**src/sv/round_robin_thread_scheduler_unit_defines.svh**
```systemverilog
// Assertion macros used by the scheduler top-level module.
// The enclosing module must provide clk and rst_n.
`ifndef ROUND_ROBIN_THREAD_SCHEDULER_UNIT_DEFINES_SVH
`define ROUND_ROBIN_THREAD_SCHEDULER_UNIT_DEFINES_SVH

`define RRTS_ASSERT_IMP(label, ante, cons) \
  label: assert property (@(posedge clk) disable iff (!rst_n) (ante) |-> (cons)) \
    else $error("scheduler assertion failed");

`define RRTS_ASSERT_NXT(label, ante, cons) \
  label: assert property (@(posedge clk) disable iff (!rst_n) (ante) |=> (cons)) \
    else $error("scheduler assertion failed");

`endif

```
**src/sv/rrts_pkg.sv**
```systemverilog
package rrts_pkg;

  localparam int THREAD_SLOTS = 16;
  localparam int IDX_W        = $clog2(THREAD_SLOTS);
  localparam int CNT_W        = $clog2(THREAD_SLOTS + 1);

  typedef logic [IDX_W-1:0] idx_t;
  typedef logic [CNT_W-1:0] cnt_t;

  localparam idx_t       LAST_IDX  = idx_t'(THREAD_SLOTS - 1);
  localparam cnt_t       SCAN_LAST = cnt_t'(THREAD_SLOTS);
  localparam logic [8:0] TID_LIMIT = 9'(THREAD_SLOTS);

  typedef enum logic [2:0] {
    REQ_CREATE  = 3'd0,
    REQ_YIELD   = 3'd1,
    REQ_BLOCK   = 3'd2,
    REQ_WAKE    = 3'd3,
    REQ_EXIT    = 3'd4,
    REQ_JOIN    = 3'd5,
    REQ_DESTROY = 3'd6
  } req_t;

  typedef enum logic [1:0] {
    STS_OK        = 2'd0,
    STS_NO_FREE   = 2'd1,
    STS_BAD_ID    = 2'd2,
    STS_JOIN_WAIT = 2'd3
  } status_t;

  typedef enum logic [2:0] {
    TS_FREE     = 3'd0,
    TS_READY    = 3'd1,
    TS_RUNNING  = 3'd2,
    TS_BLOCKED  = 3'd3,
    TS_FINISHED = 3'd4
  } thread_state_t;

  typedef struct packed {
    idx_t          addr;
    logic          we_state;
    thread_state_t state;
    logic          we_fin;
    logic          fin;
    logic          we_join;
    logic          join_valid;
    idx_t          join_index;
    logic          we_value;
    logic [31:0]   value;
  } tbl_wr_t;

  typedef struct packed {
    thread_state_t state;
    logic          fin;
    logic          join_valid;
    idx_t          join_index;
    logic [31:0]   value;
  } tbl_rd_t;

  typedef struct packed {
    status_t            status;
    logic               switched;
    logic [7:0]         running_thread;
    logic [7:0]         created_thread;
    logic signed [31:0] exit_value_out;
  } rsp_t;

  function automatic idx_t idx_inc(idx_t v);
    return (v == LAST_IDX) ? '0 : idx_t'(v + 1'b1);
  endfunction

endpackage

```
**src/sv/rrts_if.sv**
```systemverilog
interface rrts_req_if;
  logic               valid;
  logic               ready;
  logic [2:0]         req_type;
  logic [7:0]         target_id;
  logic signed [31:0] exit_value_in;

  modport source (output valid, req_type, target_id, exit_value_in, input ready);
  modport sink   (input valid, req_type, target_id, exit_value_in, output ready);
endinterface

interface rrts_rsp_if;
  logic               valid;
  logic               ready;
  logic [1:0]         status;
  logic               switched;
  logic [7:0]         running_thread;
  logic [7:0]         created_thread;
  logic signed [31:0] exit_value_out;

  modport source (output valid, status, switched, running_thread, created_thread,
                  exit_value_out, input ready);
  modport sink   (input valid, status, switched, running_thread, created_thread,
                  exit_value_out, output ready);
endinterface

```
**src/sv/rrts_table.sv**
```systemverilog
module rrts_table import rrts_pkg::*; (
  input  logic    clk,
  input  logic    rst_n,
  input  tbl_wr_t wr,
  output tbl_rd_t rd
);

  thread_state_t state_r [THREAD_SLOTS];
  logic          fin_r   [THREAD_SLOTS];
  logic          jv_r    [THREAD_SLOTS];
  idx_t          ji_r    [THREAD_SLOTS];
  logic [31:0]   value_r [THREAD_SLOTS];

  // Waiter index and saved value are only read once their flags are set.
  always_ff @(posedge clk) begin
    if (!rst_n) begin
      for (int i = 0; i < THREAD_SLOTS; i++) begin
        state_r[i] <= (i == 0) ? TS_RUNNING : TS_FREE;
        fin_r[i]   <= 1'b0;
        jv_r[i]    <= 1'b0;
      end
    end else begin
      if (wr.we_state) state_r[wr.addr] <= wr.state;
      if (wr.we_fin)   fin_r[wr.addr]   <= wr.fin;
      if (wr.we_join)  jv_r[wr.addr]    <= wr.join_valid;
    end
  end

  always_ff @(posedge clk) begin
    if (wr.we_join)  ji_r[wr.addr]    <= wr.join_index;
    if (wr.we_value) value_r[wr.addr] <= wr.value;
  end

  assign rd.state      = state_r[wr.addr];
  assign rd.fin        = fin_r[wr.addr];
  assign rd.join_valid = jv_r[wr.addr];
  assign rd.join_index = ji_r[wr.addr];
  assign rd.value      = value_r[wr.addr];

endmodule

```
**src/sv/rrts_ctrl.sv**
```systemverilog
module rrts_ctrl import rrts_pkg::*; (
  input  logic    clk,
  input  logic    rst_n,
  rrts_req_if.sink in_req,
  input  logic    out_free,
  output logic    rsp_load,
  output rsp_t    rsp_data
);

  typedef enum logic [12:0] {
    S_IDLE    = 13'b0000000000001,
    S_CREATE  = 13'b0000000000010,
    S_BLOCK   = 13'b0000000000100,
    S_WAKE    = 13'b0000000001000,
    S_EXIT    = 13'b0000000010000,
    S_EXWAKE  = 13'b0000000100000,
    S_JOIN    = 13'b0000001000000,
    S_JBLK    = 13'b0000010000000,
    S_DESTROY = 13'b0000100000000,
    S_SCHED   = 13'b0001000000000,
    S_SWAP1   = 13'b0010000000000,
    S_SWAP2   = 13'b0100000000000,
    S_DONE    = 13'b1000000000000
  } fsm_t;

  fsm_t               state_r, state_nxt;
  idx_t               cur_r, cur_nxt;
  idx_t               before_r, before_nxt;
  idx_t               ptr_r, ptr_nxt;
  cnt_t               cnt_r, cnt_nxt;
  idx_t               found_r, found_nxt;
  idx_t               waiter_r, waiter_nxt;
  logic [7:0]         tid_r, tid_nxt;
  logic signed [31:0] xval_r, xval_nxt;
  status_t            status_r, status_nxt;
  logic [7:0]         created_r, created_nxt;
  logic signed [31:0] xout_r, xout_nxt;
  tbl_wr_t            wr;
  tbl_rd_t            rd;
  logic               tid_ok;
  idx_t               tid_idx;

  rrts_table u_table (
    .clk   (clk),
    .rst_n (rst_n),
    .wr    (wr),
    .rd    (rd)
  );

  assign in_req.ready = (state_r == S_IDLE);
  assign tid_ok       = ({1'b0, in_req.target_id} < TID_LIMIT);
  assign tid_idx      = tid_r[IDX_W-1:0];

  assign rsp_data.status         = status_r;
  assign rsp_data.switched       = (cur_r != before_r);
  assign rsp_data.running_thread = 8'(cur_r);
  assign rsp_data.created_thread = created_r;
  assign rsp_data.exit_value_out = xout_r;

  always_comb begin
    state_nxt   = state_r;
    cur_nxt     = cur_r;
    before_nxt  = before_r;
    ptr_nxt     = ptr_r;
    cnt_nxt     = cnt_r;
    found_nxt   = found_r;
    waiter_nxt  = waiter_r;
    tid_nxt     = tid_r;
    xval_nxt    = xval_r;
    status_nxt  = status_r;
    created_nxt = created_r;
    xout_nxt    = xout_r;
    wr          = '0;
    rsp_load    = 1'b0;
    case (state_r)
      S_IDLE: begin
        if (in_req.valid) begin
          tid_nxt     = in_req.target_id;
          xval_nxt    = in_req.exit_value_in;
          before_nxt  = cur_r;
          status_nxt  = STS_OK;
          created_nxt = '0;
          xout_nxt    = '0;
          ptr_nxt     = idx_inc(cur_r);
          cnt_nxt     = cnt_t'(1);
          case (req_t'(in_req.req_type))
            REQ_CREATE: begin
              status_nxt = STS_NO_FREE;
              ptr_nxt    = idx_t'(1);
              state_nxt  = S_CREATE;
            end
            REQ_YIELD: state_nxt = S_SCHED;
            REQ_BLOCK: state_nxt = S_BLOCK;
            REQ_WAKE: begin
              if (tid_ok) begin
                state_nxt = S_WAKE;
              end else begin
                status_nxt = STS_BAD_ID;
                state_nxt  = S_DONE;
              end
            end
            REQ_EXIT: state_nxt = S_EXIT;
            REQ_JOIN: begin
              if (tid_ok) begin
                state_nxt = S_JOIN;
              end else begin
                status_nxt = STS_BAD_ID;
                xout_nxt   = '1;
                state_nxt  = S_DONE;
              end
            end
            REQ_DESTROY: begin
              if (tid_ok && (in_req.target_id != 8'd0)) begin
                state_nxt = S_DESTROY;
              end else begin
                status_nxt = STS_BAD_ID;
                state_nxt  = S_DONE;
              end
            end
            default: state_nxt = S_DONE;
          endcase
        end
      end
      S_CREATE: begin
        wr.addr = ptr_r;
        if (rd.state == TS_FREE) begin
          wr.we_state = 1'b1;
          wr.state    = TS_READY;
          wr.we_fin   = 1'b1;
          wr.we_join  = 1'b1;
          created_nxt = 8'(ptr_r);
          status_nxt  = STS_OK;
          state_nxt   = S_DONE;
        end else if (ptr_r == LAST_IDX) begin
          state_nxt = S_DONE;
        end else begin
          ptr_nxt = idx_inc(ptr_r);
        end
      end
      S_BLOCK: begin
        wr.addr     = cur_r;
        wr.we_state = 1'b1;
        wr.state    = TS_BLOCKED;
        state_nxt   = S_SCHED;
      end
      S_WAKE: begin
        wr.addr = tid_idx;
        if (rd.state == TS_BLOCKED) begin
          wr.we_state = 1'b1;
          wr.state    = TS_READY;
        end
        state_nxt = S_DONE;
      end
      S_EXIT: begin
        wr.addr     = cur_r;
        wr.we_state = 1'b1;
        wr.state    = TS_FINISHED;
        wr.we_fin   = 1'b1;
        wr.fin      = 1'b1;
        wr.we_value = 1'b1;
        wr.value    = xval_r;
        waiter_nxt  = rd.join_index;
        state_nxt   = rd.join_valid ? S_EXWAKE : S_SCHED;
      end
      S_EXWAKE: begin
        wr.addr = waiter_r;
        if (rd.state == TS_BLOCKED) begin
          wr.we_state = 1'b1;
          wr.state    = TS_READY;
        end
        state_nxt = S_SCHED;
      end
      S_JOIN: begin
        wr.addr = tid_idx;
        if (rd.fin) begin
          xout_nxt  = rd.value;
          state_nxt = S_DONE;
        end else begin
          wr.we_join    = 1'b1;
          wr.join_valid = 1'b1;
          wr.join_index = cur_r;
          state_nxt     = S_JBLK;
        end
      end
      S_JBLK: begin
        wr.addr     = cur_r;
        wr.we_state = 1'b1;
        wr.state    = TS_BLOCKED;
        status_nxt  = STS_JOIN_WAIT;
        state_nxt   = S_SCHED;
      end
      S_DESTROY: begin
        wr.addr     = tid_idx;
        wr.we_state = 1'b1;
        wr.state    = TS_FREE;
        state_nxt   = S_DONE;
      end
      S_SCHED: begin
        wr.addr = ptr_r;
        if (rd.state == TS_READY) begin
          found_nxt = ptr_r;
          state_nxt = S_SWAP1;
        end else if (cnt_r == SCAN_LAST) begin
          state_nxt = S_DONE;
        end else begin
          ptr_nxt = idx_inc(ptr_r);
          cnt_nxt = cnt_t'(cnt_r + 1'b1);
        end
      end
      S_SWAP1: begin
        wr.addr = cur_r;
        if (rd.state == TS_RUNNING) begin
          wr.we_state = 1'b1;
          wr.state    = TS_READY;
        end
        state_nxt = S_SWAP2;
      end
      S_SWAP2: begin
        wr.addr     = found_r;
        wr.we_state = 1'b1;
        wr.state    = TS_RUNNING;
        cur_nxt     = found_r;
        state_nxt   = S_DONE;
      end
      S_DONE: begin
        if (out_free) begin
          rsp_load  = 1'b1;
          state_nxt = S_IDLE;
        end
      end
      default: state_nxt = S_IDLE;
    endcase
  end

  always_ff @(posedge clk) begin
    if (!rst_n) begin
      state_r <= S_IDLE;
      cur_r   <= '0;
    end else begin
      state_r <= state_nxt;
      cur_r   <= cur_nxt;
    end
  end

  always_ff @(posedge clk) begin
    before_r  <= before_nxt;
    ptr_r     <= ptr_nxt;
    cnt_r     <= cnt_nxt;
    found_r   <= found_nxt;
    waiter_r  <= waiter_nxt;
    tid_r     <= tid_nxt;
    xval_r    <= xval_nxt;
    status_r  <= status_nxt;
    created_r <= created_nxt;
    xout_r    <= xout_nxt;
  end

endmodule

```
**src/sv/round_robin_thread_scheduler_unit.sv**
```systemverilog
// Round-robin cooperative thread scheduler with a 16-entry thread table.
// in_req carries one request beat (create, yield, block, wake, exit, join,
// destroy) with a target thread id and an exit status. out_rsp returns one
// beat per request: status, switch flag, running thread, created slot and
// the joined thread's exit status.
// A request is taken only while the sequencer is idle; the table is visited
// one slot per cycle through a single access port. Create scans slots 1 to
// 15 for a free one, wake and destroy touch only the target slot, and yield,
// block, exit and a waiting join scan the table for a ready thread before
// the response register is loaded.
// The next request is accepted in the cycle after the response is loaded.
// The response register lets the next request be accepted while a finished
// response still waits; if the receiver stalls, the following request holds
// in its last step until the register frees up.
// After reset thread 0 is running and all other slots are free.
`include "round_robin_thread_scheduler_unit_defines.svh"

module round_robin_thread_scheduler_unit import rrts_pkg::*; (
  input  logic      clk,
  input  logic      rst_n,
  rrts_req_if.sink  in_req,
  rrts_rsp_if.source out_rsp
);

  logic rsp_load;
  logic out_free;
  rsp_t rsp_data;
  logic out_valid_r, out_valid_nxt;
  rsp_t out_data_r;

  rrts_ctrl u_ctrl (
    .clk      (clk),
    .rst_n    (rst_n),
    .in_req   (in_req),
    .out_free (out_free),
    .rsp_load (rsp_load),
    .rsp_data (rsp_data)
  );

  assign out_free = !out_valid_r || out_rsp.ready;

  always_comb begin
    out_valid_nxt = out_valid_r;
    if (rsp_load) begin
      out_valid_nxt = 1'b1;
    end else if (out_rsp.ready) begin
      out_valid_nxt = 1'b0;
    end
  end

  always_ff @(posedge clk) begin
    if (!rst_n) begin
      out_valid_r <= 1'b0;
    end else begin
      out_valid_r <= out_valid_nxt;
    end
  end

  always_ff @(posedge clk) begin
    if (rsp_load) out_data_r <= rsp_data;
  end

  assign out_rsp.valid          = out_valid_r;
  assign out_rsp.status         = out_data_r.status;
  assign out_rsp.switched       = out_data_r.switched;
  assign out_rsp.running_thread = out_data_r.running_thread;
  assign out_rsp.created_thread = out_data_r.created_thread;
  assign out_rsp.exit_value_out = out_data_r.exit_value_out;

  `RRTS_ASSERT_NXT(a_busy_after_accept, in_req.valid && in_req.ready, !in_req.ready)
  `RRTS_ASSERT_IMP(a_no_overwrite, rsp_load, !out_valid_r || out_rsp.ready)
  `RRTS_ASSERT_IMP(a_running_in_range, out_valid_r,
                   {1'b0, out_rsp.running_thread} < TID_LIMIT)
  `RRTS_ASSERT_IMP(a_created_ok, out_valid_r && (out_rsp.created_thread != 8'd0),
                   out_rsp.status == STS_OK)

endmodule
```
**src/flat_wrapper.sv**
```systemverilog
// flat-port wrapper written by rule: the top's interface ports become plain ports
module round_robin_thread_scheduler_unit_flat import rrts_pkg::*;
  (clk, rst_n, in_req_valid, in_req_req_type, in_req_target_id, in_req_exit_value_in, in_req_ready, out_rsp_valid, out_rsp_status, out_rsp_switched, out_rsp_running_thread, out_rsp_created_thread, out_rsp_exit_value_out, out_rsp_ready);
  rrts_req_if in_req_i ();
  rrts_rsp_if out_rsp_i ();
  input  logic clk;
  input  logic rst_n;
  input wire logic [$bits(in_req_i.valid)-1:0] in_req_valid;
  input wire logic [$bits(in_req_i.req_type)-1:0] in_req_req_type;
  input wire logic [$bits(in_req_i.target_id)-1:0] in_req_target_id;
  input wire logic [$bits(in_req_i.exit_value_in)-1:0] in_req_exit_value_in;
  output wire logic [$bits(in_req_i.ready)-1:0] in_req_ready;
  output wire logic [$bits(out_rsp_i.valid)-1:0] out_rsp_valid;
  output wire logic [$bits(out_rsp_i.status)-1:0] out_rsp_status;
  output wire logic [$bits(out_rsp_i.switched)-1:0] out_rsp_switched;
  output wire logic [$bits(out_rsp_i.running_thread)-1:0] out_rsp_running_thread;
  output wire logic [$bits(out_rsp_i.created_thread)-1:0] out_rsp_created_thread;
  output wire logic [$bits(out_rsp_i.exit_value_out)-1:0] out_rsp_exit_value_out;
  input wire logic [$bits(out_rsp_i.ready)-1:0] out_rsp_ready;
  assign in_req_i.valid = in_req_valid;
  assign in_req_i.req_type = in_req_req_type;
  assign in_req_i.target_id = in_req_target_id;
  assign in_req_i.exit_value_in = in_req_exit_value_in;
  assign in_req_ready = in_req_i.ready;
  assign out_rsp_valid = out_rsp_i.valid;
  assign out_rsp_status = out_rsp_i.status;
  assign out_rsp_switched = out_rsp_i.switched;
  assign out_rsp_running_thread = out_rsp_i.running_thread;
  assign out_rsp_created_thread = out_rsp_i.created_thread;
  assign out_rsp_exit_value_out = out_rsp_i.exit_value_out;
  assign out_rsp_i.ready = out_rsp_ready;
  round_robin_thread_scheduler_unit u_core (.clk(clk), .rst_n(rst_n), .in_req(in_req_i), .out_rsp(out_rsp_i));
endmodule
```
**config.mk**
```make
export PLATFORM = sky130hd
export DESIGN_NAME = round_robin_thread_scheduler_unit_flat
export DESIGN_NICKNAME = d
export VERILOG_FILES = /design/src/sv/rrts_pkg.sv /design/src/sv/rrts_if.sv /design/src/sv/rrts_table.sv /design/src/sv/rrts_ctrl.sv /design/src/sv/round_robin_thread_scheduler_unit.sv /design/src/flat_wrapper.sv
export VERILOG_INCLUDE_DIRS = /design/src /design/src/sv
export SDC_FILE = /design/constraint.sdc
export NUM_CORES = 1
export LEC_CHECK = 0
export ABC_CLOCK_PERIOD_IN_PS = 7400
export BUFFER_PORTS_ARGS = -buffer_cell sky130_fd_sc_hd__buf_2
export CELL_PAD_IN_SITES_DETAIL_PLACEMENT = 0
export CELL_PAD_IN_SITES_GLOBAL_PLACEMENT = 1
export CORE_MARGIN = 2
export CORE_UTILIZATION = 45
export DETAILED_ROUTE_END_ITERATION = 7
export PLACE_DENSITY_LB_ADDON = 0.1
export SYNTH_ARGS = -nofsm -noshare
export SYNTH_HDL_FRONTEND = slang
export SYNTH_SLANG_ARGS = --single-unit
export TNS_END_PERCENT = 100
```
**constraint.sdc**
```tcl
create_clock -name clk -period 7.4 [get_ports clk]
set_clock_uncertainty 0.05 [all_clocks]
set_input_delay 1.11 -clock clk [delete_from_list [all_inputs] [get_ports clk]]
set_output_delay 1.11 -clock clk [all_outputs]
set_load 0.005 [all_outputs]
```
# Word-level counts from Yosys, hierarchy flattened
# Memory sizes are Yosys's and may differ from the RTL's. A register that Yosys moved wholly into a read port is not among the register bits.
# Cells that the tools add are included.
[totals]
ff_bits = 160
ramBits = 656
in_bits = 47
word_cells = 171
mem_count = 5
[classes]
addsub = 3
magnitude_cmp = 1
eq_ne = 36
mux = 78
n_reduce_logical = 31
[mem_list]
columns = ["memory", "depth", "width", "rd", "rd_clocked_by_memory_dff", "wr", "line", "source"]
rows = [
  ["u_core.u_ctrl.u_table.value_r", 16, 32, 1, 0, 1, "rrts_table.sv:12", "logic [31:0] value_r [THREAD_SLOTS];"],
  ["u_core.u_ctrl.u_table.ji_r", 16, 4, 1, 1, 1, "rrts_table.sv:11", "idx_t ji_r [THREAD_SLOTS];"],
  ["u_core.u_ctrl.u_table.state_r", 16, 3, 1, 0, 16, "rrts_table.sv:8", "thread_state_t state_r [THREAD_SLOTS];"],
  ["u_core.u_ctrl.u_table.fin_r", 16, 1, 1, 0, 16, "rrts_table.sv:9", "logic fin_r [THREAD_SLOTS];"],
  ["u_core.u_ctrl.u_table.jv_r", 16, 1, 1, 0, 16, "rrts_table.sv:10", "logic jv_r [THREAD_SLOTS];"],
]
[op_table]
columns = ["op", "count"]
rows = [
  ["2-to-1 mux 13 bit", 10],
  ["2-to-1 mux 32 bit", 4],
  ["one-hot mux 13 bit (9 select lines)", 1],
  ["one-hot mux 13 bit (7 select lines)", 1],
  ["one-hot mux 32 bit (2 select lines)", 1],
  ["2-to-1 mux 4 bit", 13],
  ["2-to-1 mux 33 bit", 1],
  ["one-hot mux 4 bit (7 select lines)", 1],
  ["2-to-1 mux 5 bit", 5],
  ["2-to-1 mux 1 bit", 24],
  ["one-hot mux 4 bit (5 select lines)", 1],
  ["2-to-1 mux 8 bit", 2],
  ["one-hot mux 8 bit (2 select lines)", 1],
  ["inequality test 2 bit, second input constant", 7],
  ["equality test 13 x 1 -> 1 bit, second input constant", 1],
  ["equality test 13 x 10 -> 1 bit, second input constant", 1],
  ["equality test 13 x 11 -> 1 bit, second input constant", 1],
  ["equality test 13 x 12 -> 1 bit, second input constant", 1],
  ["equality test 13 bit, second input constant", 1],
  ["equality test 13 x 2 -> 1 bit, second input constant", 1],
  ["equality test 13 x 3 -> 1 bit, second input constant", 1],
  ["equality test 13 x 4 -> 1 bit, second input constant", 1],
  ["equality test 13 x 5 -> 1 bit, second input constant", 1],
  ["equality test 13 x 6 -> 1 bit, second input constant", 1],
  ["37 further kinds", 67],
]

# Longest topological paths before layout
# Gate-level depths: netlist of the first run.
# An unclocked memory read counts as a cell.
[logic_depth]
ltp_word = 12
ltp_mapped = 20
depth_no_buf = 14

# By module
# A second synthesis of the first run with hierarchy kept.
[unflattened]
cells_unflattened = 1806
area_unflattened_um2 = 32658.8
[modules_own_cells]
columns = ["mod", "n_inst", "cells_per_inst", "area_per_inst_um2", "seq_area_each_um2"]
rows = [
  ["rrts_table", 1, 1279, 25662.1, 19378.6],
  ["rrts_ctrl", 1, 472, 5416.4, 3193.1],
  ["round_robin_thread_scheduler_unit", 1, 55, 1580.3, 1551.5],
]

# Worst setup path after synthesis of the first run
# OpenSTA, ideal clock, no wires.
[synth_timing]
path_kind = "register -> register"
startpoint = "register u_core.u_ctrl.state_r[1]"
endpoint = "register u_core.u_ctrl.xout_r[0], enable pin"
setup_time_ns = 0.466
t_arrival_ns = 5.055
path_slack_ns = 1.829
stages_incl_launch_ff = 14
period_less_slack_ns = 5.571
cell_sequence = "dfxtp_1 > clkbuf_1 > nor4_1 > buf_2 > and4_1 > a21oi_1 > o211ai_1 > or2_2 > buf_4 > mux2i_1 > mux2i_1 > mux2i_1 > mux2_2 > o21ai_0"
[synth_via]
elab_chain_len = 6
word_cells_on_any_way = 21
cone_classes = "14 x eq/ne; 1 x mux; 5 x reduce/logical; 1 x memory"
[synth_lines]
columns = ["element", "line", "source"]
rows = [
  ["from (decl)", "rrts_ctrl.sv:26", "fsm_t state_r, state_nxt;"],
  ["from (signal assigned)", "rrts_ctrl.sv:240", "state_r <= state_nxt;"],
  ["equality test 13 x 11 -> 1 bit, or another cell as far along", "rrts_ctrl.sv:75", "case (state_r)"],
  ["OR reduction 4 bit (no source line), or another cell as far along", "-", ""],
  ["one-hot mux 4 bit (5 select lines)", "rrts_ctrl.sv:75", ""],
  ["memory (16 x 1 bit)", "-", ""],
  ["inequality test 2 bit (no source line)", "-", ""],
  ["AND reduction 3 bit (no source line) (*)", "-", ""],
  ["to (signal assigned)", "rrts_ctrl.sv:255", "xout_r <= xout_nxt;"],
  ["to (decl)", "rrts_ctrl.sv:37", "logic signed [31:0] xout_r, xout_nxt;"],
]
# Mark *: on every way between the ends. The rest lies on a longest branch, timed or not.
# A chain may end at the register's enable or synchronous reset.

==> flow_summary_export.csv, run 1 <==
group,metric,value,unit
sta,setup_violations,0,
clock_network,cts_buffer_depth,3,
clock_network,cts-buffers-inserted,88,
synth,synth_top_area_share,70.3,%
sta,fin_tns_setup,0,ns
global_route,gr-usage-all-layers,23.2,%
final_layout,drive_above_1_share,22.5,%
sta,fmax,0.186,GHz
sta,tightest_slew,1.15,ns
worst_setup_path,crit_type,"register to register",
clock_network,cts_setup_buffers,0,
synth,async_flop_share,0,%
sta,drv_slew,0,
floorplanning,die_w,273,um
clock_network,htree_levels,3,
place,place.gp.congestion,0.918,
synth,synth.top_cells.by_area,"edfxtp_1 (70%), mux4_2 (10%), dfxtp_1 (3.1%)",
worst_setup_path,worstSetupEndpointType,"register",
power,irDropWorstVdd,0.000309,V
clock_network,cts_tree,"yes",
synth,synth_cell_type_count,77,
run_status,violations,"DRC",
floorplanning,dieArea,74500,um^2
drt,drtIter0Drc,1802,
floorplanning,rows,98,
floorplanning,fp.dieH,273,um
clock_network,path_clk_slew,0.06,ns
final_layout,syn2layout_area_growth,14.3,%
floorplanning,start_util,45.5,%
final_layout,diodes,0,
clock_network,cts_hold_buf,0,
drt,routed_wl,85.8,mm
power,power.density,289,nW/um^2
min_path,hp-class,"register to register",
clock_network,cts_resized,0,
global_route,grt_max_degree,151,
sta,grt_setup_unrepaired,"false",
power,leakagePower,11.3,nW
global_route,grt_pass1_vias,18300,
place,io_buffers,91,
drt,num_vias,18000,
synth,yosysSeqAreaShare,73.4,%
run,drv_cap,0,
worst_setup_path,start_kind,"register",
place,dp_hpwl,50.2,mm
sta,finalCriticalPeriod,5.39,ns
sta,hold_viol,0,
synth,ys_seq_elements,812,
final_layout,layout.nets,2070,
floorplanning,ios,100,
floorplanning,core_area,71500,um^2
synth,synth_edf_count,762,
synth,synth_area_leader_cell,"edfxtp_1",
drt,drc,1,
sta,finalCritPeriodShare,72.8,%
synth,ys_warn_count,0,
synth,synth_cells,1905,
final_layout,fill_cells,5812,
synth,synth_flop_cell,"edfxtp_1",
drt,drtAntennaViolNets,0,
sta,relSlewSlack,22.9,%
drt,via_per_inst,5.93,
clock_network,clkLatencyLatePin,0.64,ns
worst_setup_path,cp_max_fo,18,
worst_setup_path,crit_arrival,5.65,ns
global_route,overflow,0,
synth,avgSynthCellArea,17.1,um^2
clock_network,clock-root-buffer,"clkbuf_16",
power,fin_total_pwr,0.0108,W
worst_setup_path,worst_ep_required_time,7.66,ns
synth,synth_area,32500,um^2
drt,first_pass_iters,8,
global_route,grt_pass1_wl,125,mm
drt,wire_per_inst,28.2,um
clock_network,cts.sinks,812,
run_status,outcome,"finished, violations left",
global_route,antenna_found_initial,0,
[layout by cell type, fill, tap and decap left out, types with 6 or more instances in the layout]
cell type	instances
edfxtp_1	762
nand2_1	162
mux4_2	149
nor2_1	92
buf_2	91
clkbuf_16	89
o21ai_0	60
nand3_1	52
dfxtp_1	50
buf_4	47
and2_1	42
a21oi_1	37
a221oi_1	37
mux2i_1	32
o21a_1	32
nand4_1	19
clkinv_1	19
nor4_1	18
o21ai_1	18
nor3_1	17
nor2_4	15
clkbuf_1	14
inv_1	12
and3_1	12
clkinv_2	11
bufinv_16	11
nand2b_1	9
or3_1	8
xnor2_1	8
conb_1	8
nor2b_1	7
a32oi_1	7
o211ai_1	7
clkinvlp_4	7
xor2_1	6
and4_1	6
a31oi_1	6
[metal layers]
metal / GRT usage (%) / up-vias / part of all wire, %
li1: - / 7815 / -
met1: 32.1 / 9409 / 43
met2: 38.1 / 637 / 49
met3: 3.67 / 150 / 5.6
met4: 7.39 / 0 / 3.0
met5: 0 / - / 0
[cell type report]
class | instances | area (um^2) | share of cell area [%]
sequential | 812 | 23900 | 64.2
timing repair buffer | 140 | 848 | 2.28
multi-input combinational | 961 | 8280 | 22.3
tap | 950 | 1190 | 3.19
inverter | 16 | 60.1 | 0.161
clock buffer | 103 | 2280 | 6.13
clock inverter | 57 | 662 | 1.78
[state kept, by name, summed over array words and instances, names as in the netlist, 5 cells and up]
| register | cells |
|---|---|
| u_core.u_ctrl.state_r | 13 |
| u_core.u_ctrl.u_table.value_r | 512 |
| u_core.u_ctrl.u_table.fin_r | 16 |
| u_core.u_ctrl.u_table.ji_r | 64 |
| u_core.out_rsp.exit_value_out | 32 |
| u_core.u_ctrl.u_table.state_r | 48 |
| u_core.u_ctrl.xout_r | 32 |
| u_core.u_ctrl.cnt_r | 5 |
| u_core.u_ctrl.u_table.jv_r | 16 |
| u_core.u_ctrl.xval_r | 32 |
[worst max-delay path, cell delays in order (launching register included)]
cell      delay (ns)
dfxtp_1         0.61
or4_1           0.37
nor3_2          0.10
nand2_2         0.07
buf_4           0.43
inv_2           0.06
a211o_1         0.34
a221oi_1        0.73
a21oi_1         0.10
a22oi_1         0.22
o211ai_1        0.19
nor2_1          0.40
or3_1           0.17
a21boi_1        0.09
o21ai_2         0.84
nor2_1          0.24
[path summary, 6_finish.rpt]
path | cells after the start | slack, ns | to | start
hold reg to reg | 0 | 0.37 | u_core.out_rsp.status[1] | u_core.u_ctrl.status_r[1]
setup / recovery | 15 | 2.01 | u_core.u_ctrl.u_table.state_r[5][0] | u_core.u_ctrl.state_r[3]
hold / removal | 0 | 0.37 | u_core.out_rsp.status[1] | u_core.u_ctrl.status_r[1]
setup reg to reg | 15 | 2.01 | u_core.u_ctrl.u_table.state_r[5][0] | u_core.u_ctrl.state_r[3]
[report_power, final]
group	leakage, nW	internal (W)	switching [W]	total, W
registers	6.36	0.00524	0.000105	0.00535
clock network	1.41	0.00261	0.00182	0.00443
logic	3.52	0.000315	0.000667	0.000982
total	11.3	0.00816	0.00259	0.0108
[synthesized netlist by cell type (all sizes together) (6+ instances only)]
master and count:
nor3 19, xnor2 8, buf 45, nor2 110, nor2b 9, o211ai 7, a31oi 7, mux4 149
a221oi 38, inv 15, dfxtp 50, xor2 6, a32oi 7, edfxtp 762, a21oi 39, and3 13
and4 6, nand2 163, clkbuf 78, o21a 32, nor4 18, mux2 6, nand3 52, a211oi 6
or4 7, or3 8, o21ai 81, and2 43, nand4 19, nand2b 9, mux2i 32
[per-stage QoR]
stage / instance area, um^2 / hold WS [ns] / instances / util (%) / setup WS, ns
floorplan: 32600 / 0.350 / 1912 / - / 1.83
global route: 37200 / 0.371 / 3039 / 52.0 / 1.60
detailed placement: 34300 / 0.355 / 2879 / 47.9 / 2.04
CTS: 37200 / 0.368 / 3039 / 52.0 / 1.98
finish: 37200 / 0.366 / 3039 / 52.0 / 2.01
global placement: 34300 / 0.352 / 2879 / 47.9 / 2.05
[logic make-up (layout without fill, tap and decap cells)]
family | after synthesis | in the layout | synth area share, %
buffers and inverters | 139 | 316 | 1.83
adder cells (fa/ha/maj) | 5 | 5 | 0.185
XOR/XNOR | 14 | 14 | 0.377
other | 1 | 8 | 0.0115
AO/OA/AOI/OAI | 250 | 250 | 5.26
multiplexers | 187 | 187 | 11.5
flip-flops | 812 | 812 | 73.4
AND/OR/NAND/NOR | 497 | 497 | 7.45
Note: power is estimated with default switching activity, not from simulation.
==> inputs of run 2 (changes only) <==
ABC_CLOCK_PERIOD_IN_PS = 4780   (was 7400)
clock period = 4.78 ns   (was 7.4 ns; I/O delays follow)
==> run 2 against run 1 <==
The run now ends clean. Register-to-register slack lost 1.7 ns. Combinational power up 74%. Routed wire length up 2.4%. Power rose by 52%. Die area unchanged. Critical path depth is 2 lower. Utilization up 0.97 points. Via count rose by 1.8%. Sequential share of layout area decreased by 1.2 points. Critical endpoint is now u_core.u_ctrl.u_table.ji_r[5][2]. Largest cell class unchanged.
==> flow_summary_export.csv, run 2 (synthesized netlist as in run 1, its figures left out) <==
group,metric,value,unit
floorplanning,die_w,273,um
drt,via_per_inst,5.87,
sta,tightest_slew,1.21,ns
floorplanning,dieArea,74500,um^2
worst_setup_path,r2r-end,"u_core.u_ctrl.u_table.ji_r[5][2]",
place,place.gp.congestion,0.911,
global_route,overflow,0,
sta,drv_slew,0,
place,dp_hpwl,51.0,mm
worst_setup_path,path_buf_inv,1,
sta,relSlewSlack,19.4,%
power,irDropWorstVdd,0.000312,V
worst_setup_path,crit_type,"register to register",
worst_setup_path,path_cells,"or4_1 -> or4_4 -> nand3_1 -> nor3_4 -> mux4_2 -> nor3b_1 -> a311o_1 -> a21oi_2 -> o21ai_2 -> or3_1 -> nor2b_1 -> buf_12 -> nor2_1",
min_path,worstHoldPathCells,1,
drt,drtIter0Drc,1672,
final_layout,largest_reg_flops,512,
worst_setup_path,worst_r2r_path_depth,13,
clock_network,cts_buffer_depth,3,
place,io_buffers,91,
final_layout,top_register,"u_core.u_ctrl.u_table.value_r",
final_layout,diodes,0,
global_route,grt_pass1_wl,126,mm
floorplanning,fp.dieH,273,um
drt,wire_per_inst,28.1,um
worst_setup_path,critPathTopFamily,"simple AND/OR/NAND/NOR gates",
global_route,gr-usage-all-layers,23.5,%
clock_network,cts_hold_buf,0,
global_route,grt_max_degree,149,
clock_network,path_clk_slew,0.06,ns
worst_setup_path,cp_max_fo,16,
worst_setup_path,worstSetupEndpointType,"register",
final_layout,syn2layout_area_growth,16.4,%
floorplanning,core_area,71500,um^2
power,leakagePower,11.7,nW
worst_setup_path,cpPeakStageDelay,0.73,ns
global_route,grt_pass1_vias,18500,
worst_setup_path,crit-reg2reg-launch,"u_core.u_ctrl.state_r[0]",
drt,routed_wl,87.8,mm
clock_network,clock-root-buffer,"clkbuf_16",
clock_network,cts-buffers-inserted,85,
final_layout,layout_commonest_cell,"edfxtp_1",
worst_setup_path,crit_arrival,4.76,ns
floorplanning,start_util,45.5,%
clock_network,clkLatencyLatePin,0.64,ns
final_layout,layout.nets,2163,
min_path,hp-class,"primary input to register",
clock_network,cts.sinks,812,
floorplanning,rows,98,
run,drv_cap,0,
sta,grt_setup_unrepaired,"false",
sta,fmax,0.221,GHz
min_path,holdPathEnd,"u_core.u_ctrl.xval_r[14]",
place,dp_cells,2968,
worst_setup_path,start_kind,"register",
global_route,antenna_found_initial,1,
sta,finalCriticalPeriod,4.52,ns
min_path,min_from,"in_req_exit_value_in[14]",
sta,fin_tns_setup,0,ns
clock_network,cts_tree,"yes",
worst_setup_path,r2r_slack,0.26,ns
sta,setup_violations,0,
final_layout,drive_above_1_share,25.7,%
worst_setup_path,crit_slowest_cell,"or4_1",
floorplanning,ios,100,
final_layout,final_cells,3122,
sta,finalCritPeriodShare,94.5,%
power,power.density,432,nW/um^2
final_layout,utilization,53.0,%
final_layout,layout_common_cells,"edfxtp_1 (762), nand2_1 (162), mux4_2 (149)",
drt,drc,0,
clock_network,htree_levels,3,
sta,hold_viol,0,
drt,first_pass_iters,5,
drt,num_vias,18300,
drt,drtAntennaViolNets,0,
worst_setup_path,worst_ep_required_time,5.02,ns
final_layout,top_regs,"u_core.u_ctrl.u_table.value_r (512), u_core.u_ctrl.u_table.ji_r (64), u_core.u_ctrl.u_table.state_r (48)",
run_status,outcome,"finished clean",
==> run 2: worst max-delay path by stage <==
stage / end / from / cells after the start / slack (ns)
6_report: u_core.u_ctrl.u_table.ji_r[5][2] / u_core.u_ctrl.state_r[0] / 13 / 0.26
5_1_grt: u_core.u_ctrl.u_table.ji_r[12][1] / u_core.u_ctrl.state_r[4] / 15 / 0.004
3_5_place_dp: u_core.u_ctrl.u_table.state_r[14][2] / u_core.u_ctrl.state_r[3] / 17 / 0.08
4_1_cts: u_core.u_ctrl.u_table.state_r[14][2] / u_core.u_ctrl.state_r[4] / 15 / 0.06
2_1_floorplan: u_core.u_ctrl.xout_r[0] / u_core.u_ctrl.state_r[1] / 13 / 0.08
3_3_place_gp: u_core.u_ctrl.xout_r[22] / u_core.u_ctrl.state_r[3] / 14 / 0.03
==> run 2: timing repair <==
| item | 4_1_cts | 5_1_grt |
|---|---|---|
| hold endpoints to repair | 0 | 0 |
| endpoints found under the setup margin | 0 | 117 |
| setup buffers | 0 | 6 |
| resized for setup | 0 | 7 |
==> run 2: routing by layer <==
metal | vias up | share of wire [%] | GRT usage [%]
met5 | - | 0 | 0
met4 | 0 | 2.9 | 7.26
met3 | 145 | 5.7 | 3.55
met2 | 614 | 48 | 38.4
met1 | 9585 | 43 | 32.7
li1 | 7984 | - | -
==> run 2: worst reg2reg max path, cell delays in order, from the launching register on <==
cell and delay [ns]:
dfxtp_1 0.36, or4_1 0.73, or4_4 0.65, nand3_1 0.16
nor3_4 0.06, mux4_2 0.43, nor3b_1 0.17, a311o_1 0.29
a21oi_2 0.20, o21ai_2 0.09, or3_1 0.34, nor2b_1 0.19
buf_12 0.19, nor2_1 0.29
==> run 2: final cells by class <==
type | instances | area [um^2]
Tap cell | 950 | 1190
Sequential cell | 812 | 23900
Inverter | 16 | 60.1
Fill cell | 5752 | 33600
Clock buffer | 99 | 2180
Clock inverter | 48 | 484
Timing Repair Buffer | 236 | 1800
Multi-Input combinational cell | 961 | 8300
==> run 2: per-stage QoR <==
| stage | power (W) | setup WS [ns] | hold WS [ns] | cell area, um^2 |
|---|---|---|---|---|
| floorplan | 0.00932 | 0.0761 | 0.350 | 32600 |
| global placement | 0.0101 | 0.0326 | 0.350 | 35100 |
| detailed placement | 0.0101 | 0.0832 | 0.356 | 35100 |
| CTS | 0.0165 | 0.0587 | 0.163 | 37800 |
| global route | 0.0169 | 0.00352 | 0.172 | 37900 |
| finish | 0.0164 | 0.261 | 0.200 | 37900 |
==> run 2: report_power, final <==
| part | switching [W] | internal (W) |
|---|---|---|
| Clock | 0.00273 | 0.00366 |
| Sequential | 0.000162 | 0.00811 |
| Combinational | 0.00109 | 0.000613 |
==> inputs of run 3 (changes only) <==
==> constraint.sdc (replaced) <==
create_clock -name clk -period 4.78 [get_ports clk]
set_clock_uncertainty 0.05 [all_clocks]
set_input_delay 1.434 -clock clk [delete_from_list [all_inputs] [get_ports clk]]
set_output_delay 1.434 -clock clk [all_outputs]
set_load 0.005 [all_outputs]
==> run 3 against run 2 <==
Combinational power barely moved. Sequential share of layout area barely moved. Flip-flop and latch count did not move. Highest routed layer unchanged. Critical endpoint is now u_core.u_ctrl.state_r[6]. Fmax fell by 0.64%. Sequential power barely moved.
==> flow_summary_export.csv, run 3 (synthesized netlist as in run 1, its figures left out) <==
group,metric,value,unit
final_layout,drive_above_1_share,25.6,%
sta,tightest_slew,1.19,ns
clock_network,cts_buffer_depth,3,
final_layout,largest_reg_flops,512,
global_route,grt_pass1_vias,18700,
global_route,antenna_found_initial,3,
floorplanning,rows,98,
power,power.density,438,nW/um^2
worst_setup_path,crit_type,"register to register",
drt,drtAntennaViolNets,0,
power,leakagePower,11.7,nW
place,place.gp.congestion,0.897,
sta,fmax,0.220,GHz
drt,drc,0,
drt,wire_per_inst,27.7,um
floorplanning,start_util,45.5,%
worst_setup_path,crit_slowest_cell,"dfxtp_1",
worst_setup_path,cp_max_fo,23,
drt,num_vias,18200,
power,power_frac_seq,49.7,%
final_layout,top_regs,"u_core.u_ctrl.u_table.value_r (512), u_core.u_ctrl.u_table.ji_r (64), u_core.u_ctrl.u_table.state_r (48)",
run,drv_cap,0,
worst_setup_path,crit_arrival,4.98,ns
clock_network,htree_levels,3,
worst_setup_path,crit_top_cell,"nor4_1",
drt,first_pass_iters,5,
clock_network,path_clk_slew,0.06,ns
power,p_comb_share,10.2,%
final_layout,layout.nets,2153,
final_layout,diodes,0,
drt,routed_wl,86.5,mm
global_route,grt_pass1_wl,127,mm
min_path,hp-class,"register to register",
global_route,grt_max_degree,149,
worst_setup_path,start_kind,"register",
clock_network,cts-buffers-inserted,85,
power,irDropWorstVdd,0.000257,V
final_layout,syn2layout_area_growth,16.4,%
floorplanning,ios,100,
sta,finalHoldWorstSlack,0.367,ns
final_layout,utilization,53.0,%
final_layout,layout_commonest_cell,"edfxtp_1",
min_path,holdPathEnd,"u_core.out_rsp.exit_value_out[4]",
global_route,gr-usage-all-layers,23.6,%
clock_network,cts.sinks,812,
worst_setup_path,worst_ep_required_time,5.21,ns
power,swShare,24.1,%
place,placed_cell_area,35100,um^2
worst_setup_path,path_cells,"nor3_1 -> and4_1 -> a211o_1 -> a2111oi_4 -> buf_12 -> mux2i_1 -> nor4_1 -> a311o_1 -> a21oi_2 -> o21ai_2 -> buf_4 -> o21ai_1 -> nand3_1 -> nor4_1",
power,p_switching,0.00400,W
drt,drtIter0Drc,1668,
power,internal_power,0.0126,W
sta,relSlewSlack,20.6,%
clock_network,cts_tree,"yes",
worst_setup_path,r2r_slack,0.23,ns
worst_setup_path,worst_r2r_path_depth,14,
worst_setup_path,r2r-end,"u_core.u_ctrl.state_r[6]",
sta,setup_violations,0,
final_layout,top_register,"u_core.u_ctrl.u_table.value_r",
sta,finalCriticalPeriod,4.55,ns
power,clock_power_share,40.1,%
floorplanning,core_area,71500,um^2
min_path,min_from,"u_core.u_ctrl.xout_r[4]",
run_status,outcome,"finished clean",
final_layout,layout_common_cells,"edfxtp_1 (762), nand2_1 (162), mux4_2 (149)",
sta,hold_viol,0,
sta,grt_setup_unrepaired,"false",
worst_setup_path,path_buf_inv,2,
worst_setup_path,critPathTopFamily,"compound AO/OA/AOI/OAI gates",
worst_setup_path,crit-reg2reg-launch,"u_core.u_ctrl.state_r[12]",
clock_network,clkLatencyLatePin,0.64,ns
worst_setup_path,cpPeakStageDelay,0.55,ns
floorplanning,fp.dieH,273,um
drt,via_per_inst,5.84,
final_layout,fill_cells,5798,
sta,fin_tns_setup,0,ns
floorplanning,die_w,273,um
worst_setup_path,worstSetupEndpointType,"register",
clock_network,clock-root-buffer,"clkbuf_16",
sta,finalCritPeriodShare,95.1,%
global_route,overflow,0,
floorplanning,dieArea,74500,um^2
place,io_buffers,91,
place,dp_hpwl,51.3,mm
sta,drv_slew,0,
min_path,worstHoldPathCells,0,
final_layout,fin_area,37900,um^2
## run 3: layout make-up
| cell class | instances | area (um^2) | area share (%) |
|---|---|---|---|
| well taps | 950 | 1190 | 3.14 |
| clock inverters | 57 | 597 | 1.58 |
| repair buffers | 226 | 1640 | 4.34 |
| inverters | 16 | 60.1 | 0.158 |
| clock buffers | 101 | 2230 | 5.88 |
| flip-flops and latches | 812 | 23900 | 63.0 |
| multi-input cells | 961 | 8290 | 21.9 |
## run 3: power by group through the flow
stage | combinational (W) | sequential (W) | clock, W
2_1_floorplan | 0.000986 | 0.00834 | 0
3_3_place_gp | 0.00172 | 0.00840 | 0
3_5_place_dp | 0.00171 | 0.00840 | 0
4_1_cts | 0.00172 | 0.00826 | 0.00680
5_1_grt | 0.00183 | 0.00828 | 0.00706
6_report | 0.00170 | 0.00826 | 0.00666
## run 3: timing repair
item | CTS | global route
gates resized for setup | 0 | 3
endpoints found under the setup margin | 0 | 51
hold endpoints to repair | 0 | 0
hold buffers | 0 | 0
buffers inserted | 0 | 0
## run 3: worst max-delay path by stage
stage / cells past startpoint / slack [ns] / endpoint / start
after detailed placement: 14 / 0.28 / u_core.u_ctrl.u_table.ji_r[6][1] / u_core.u_ctrl.state_r[1]
after global routing: 17 / 0.006 / u_core.u_ctrl.u_table.state_r[4][1] / u_core.u_ctrl.state_r[4]
after CTS: 14 / 0.25 / u_core.u_ctrl.u_table.ji_r[12][1] / u_core.u_ctrl.state_r[9]
final: 14 / 0.23 / u_core.u_ctrl.state_r[6] / u_core.u_ctrl.state_r[12]
after global placement: 14 / 0.19 / u_core.u_ctrl.u_table.ji_r[6][1] / u_core.u_ctrl.state_r[9]
after floorplan: 13 / 0.08 / u_core.u_ctrl.xout_r[0] / u_core.u_ctrl.state_r[1]
## run 3: routing by layer
metal  GRT usage [%]  routed length [um]
met5               0                   0
met4            7.28                2230
met3            2.74                4740
met2            38.7               42400
met1            33.4               37200
## run 3: per-stage QoR
stage	total power (W)	std cells	setup slack, ns
after floorplan	0.00932	1912	0.0761
after global placement	0.0101	2965	0.195
after detailed placement	0.0101	2965	0.285
after CTS	0.0168	3123	0.248
after global routing	0.0172	3123	0.00626
final	0.0166	3123	0.232
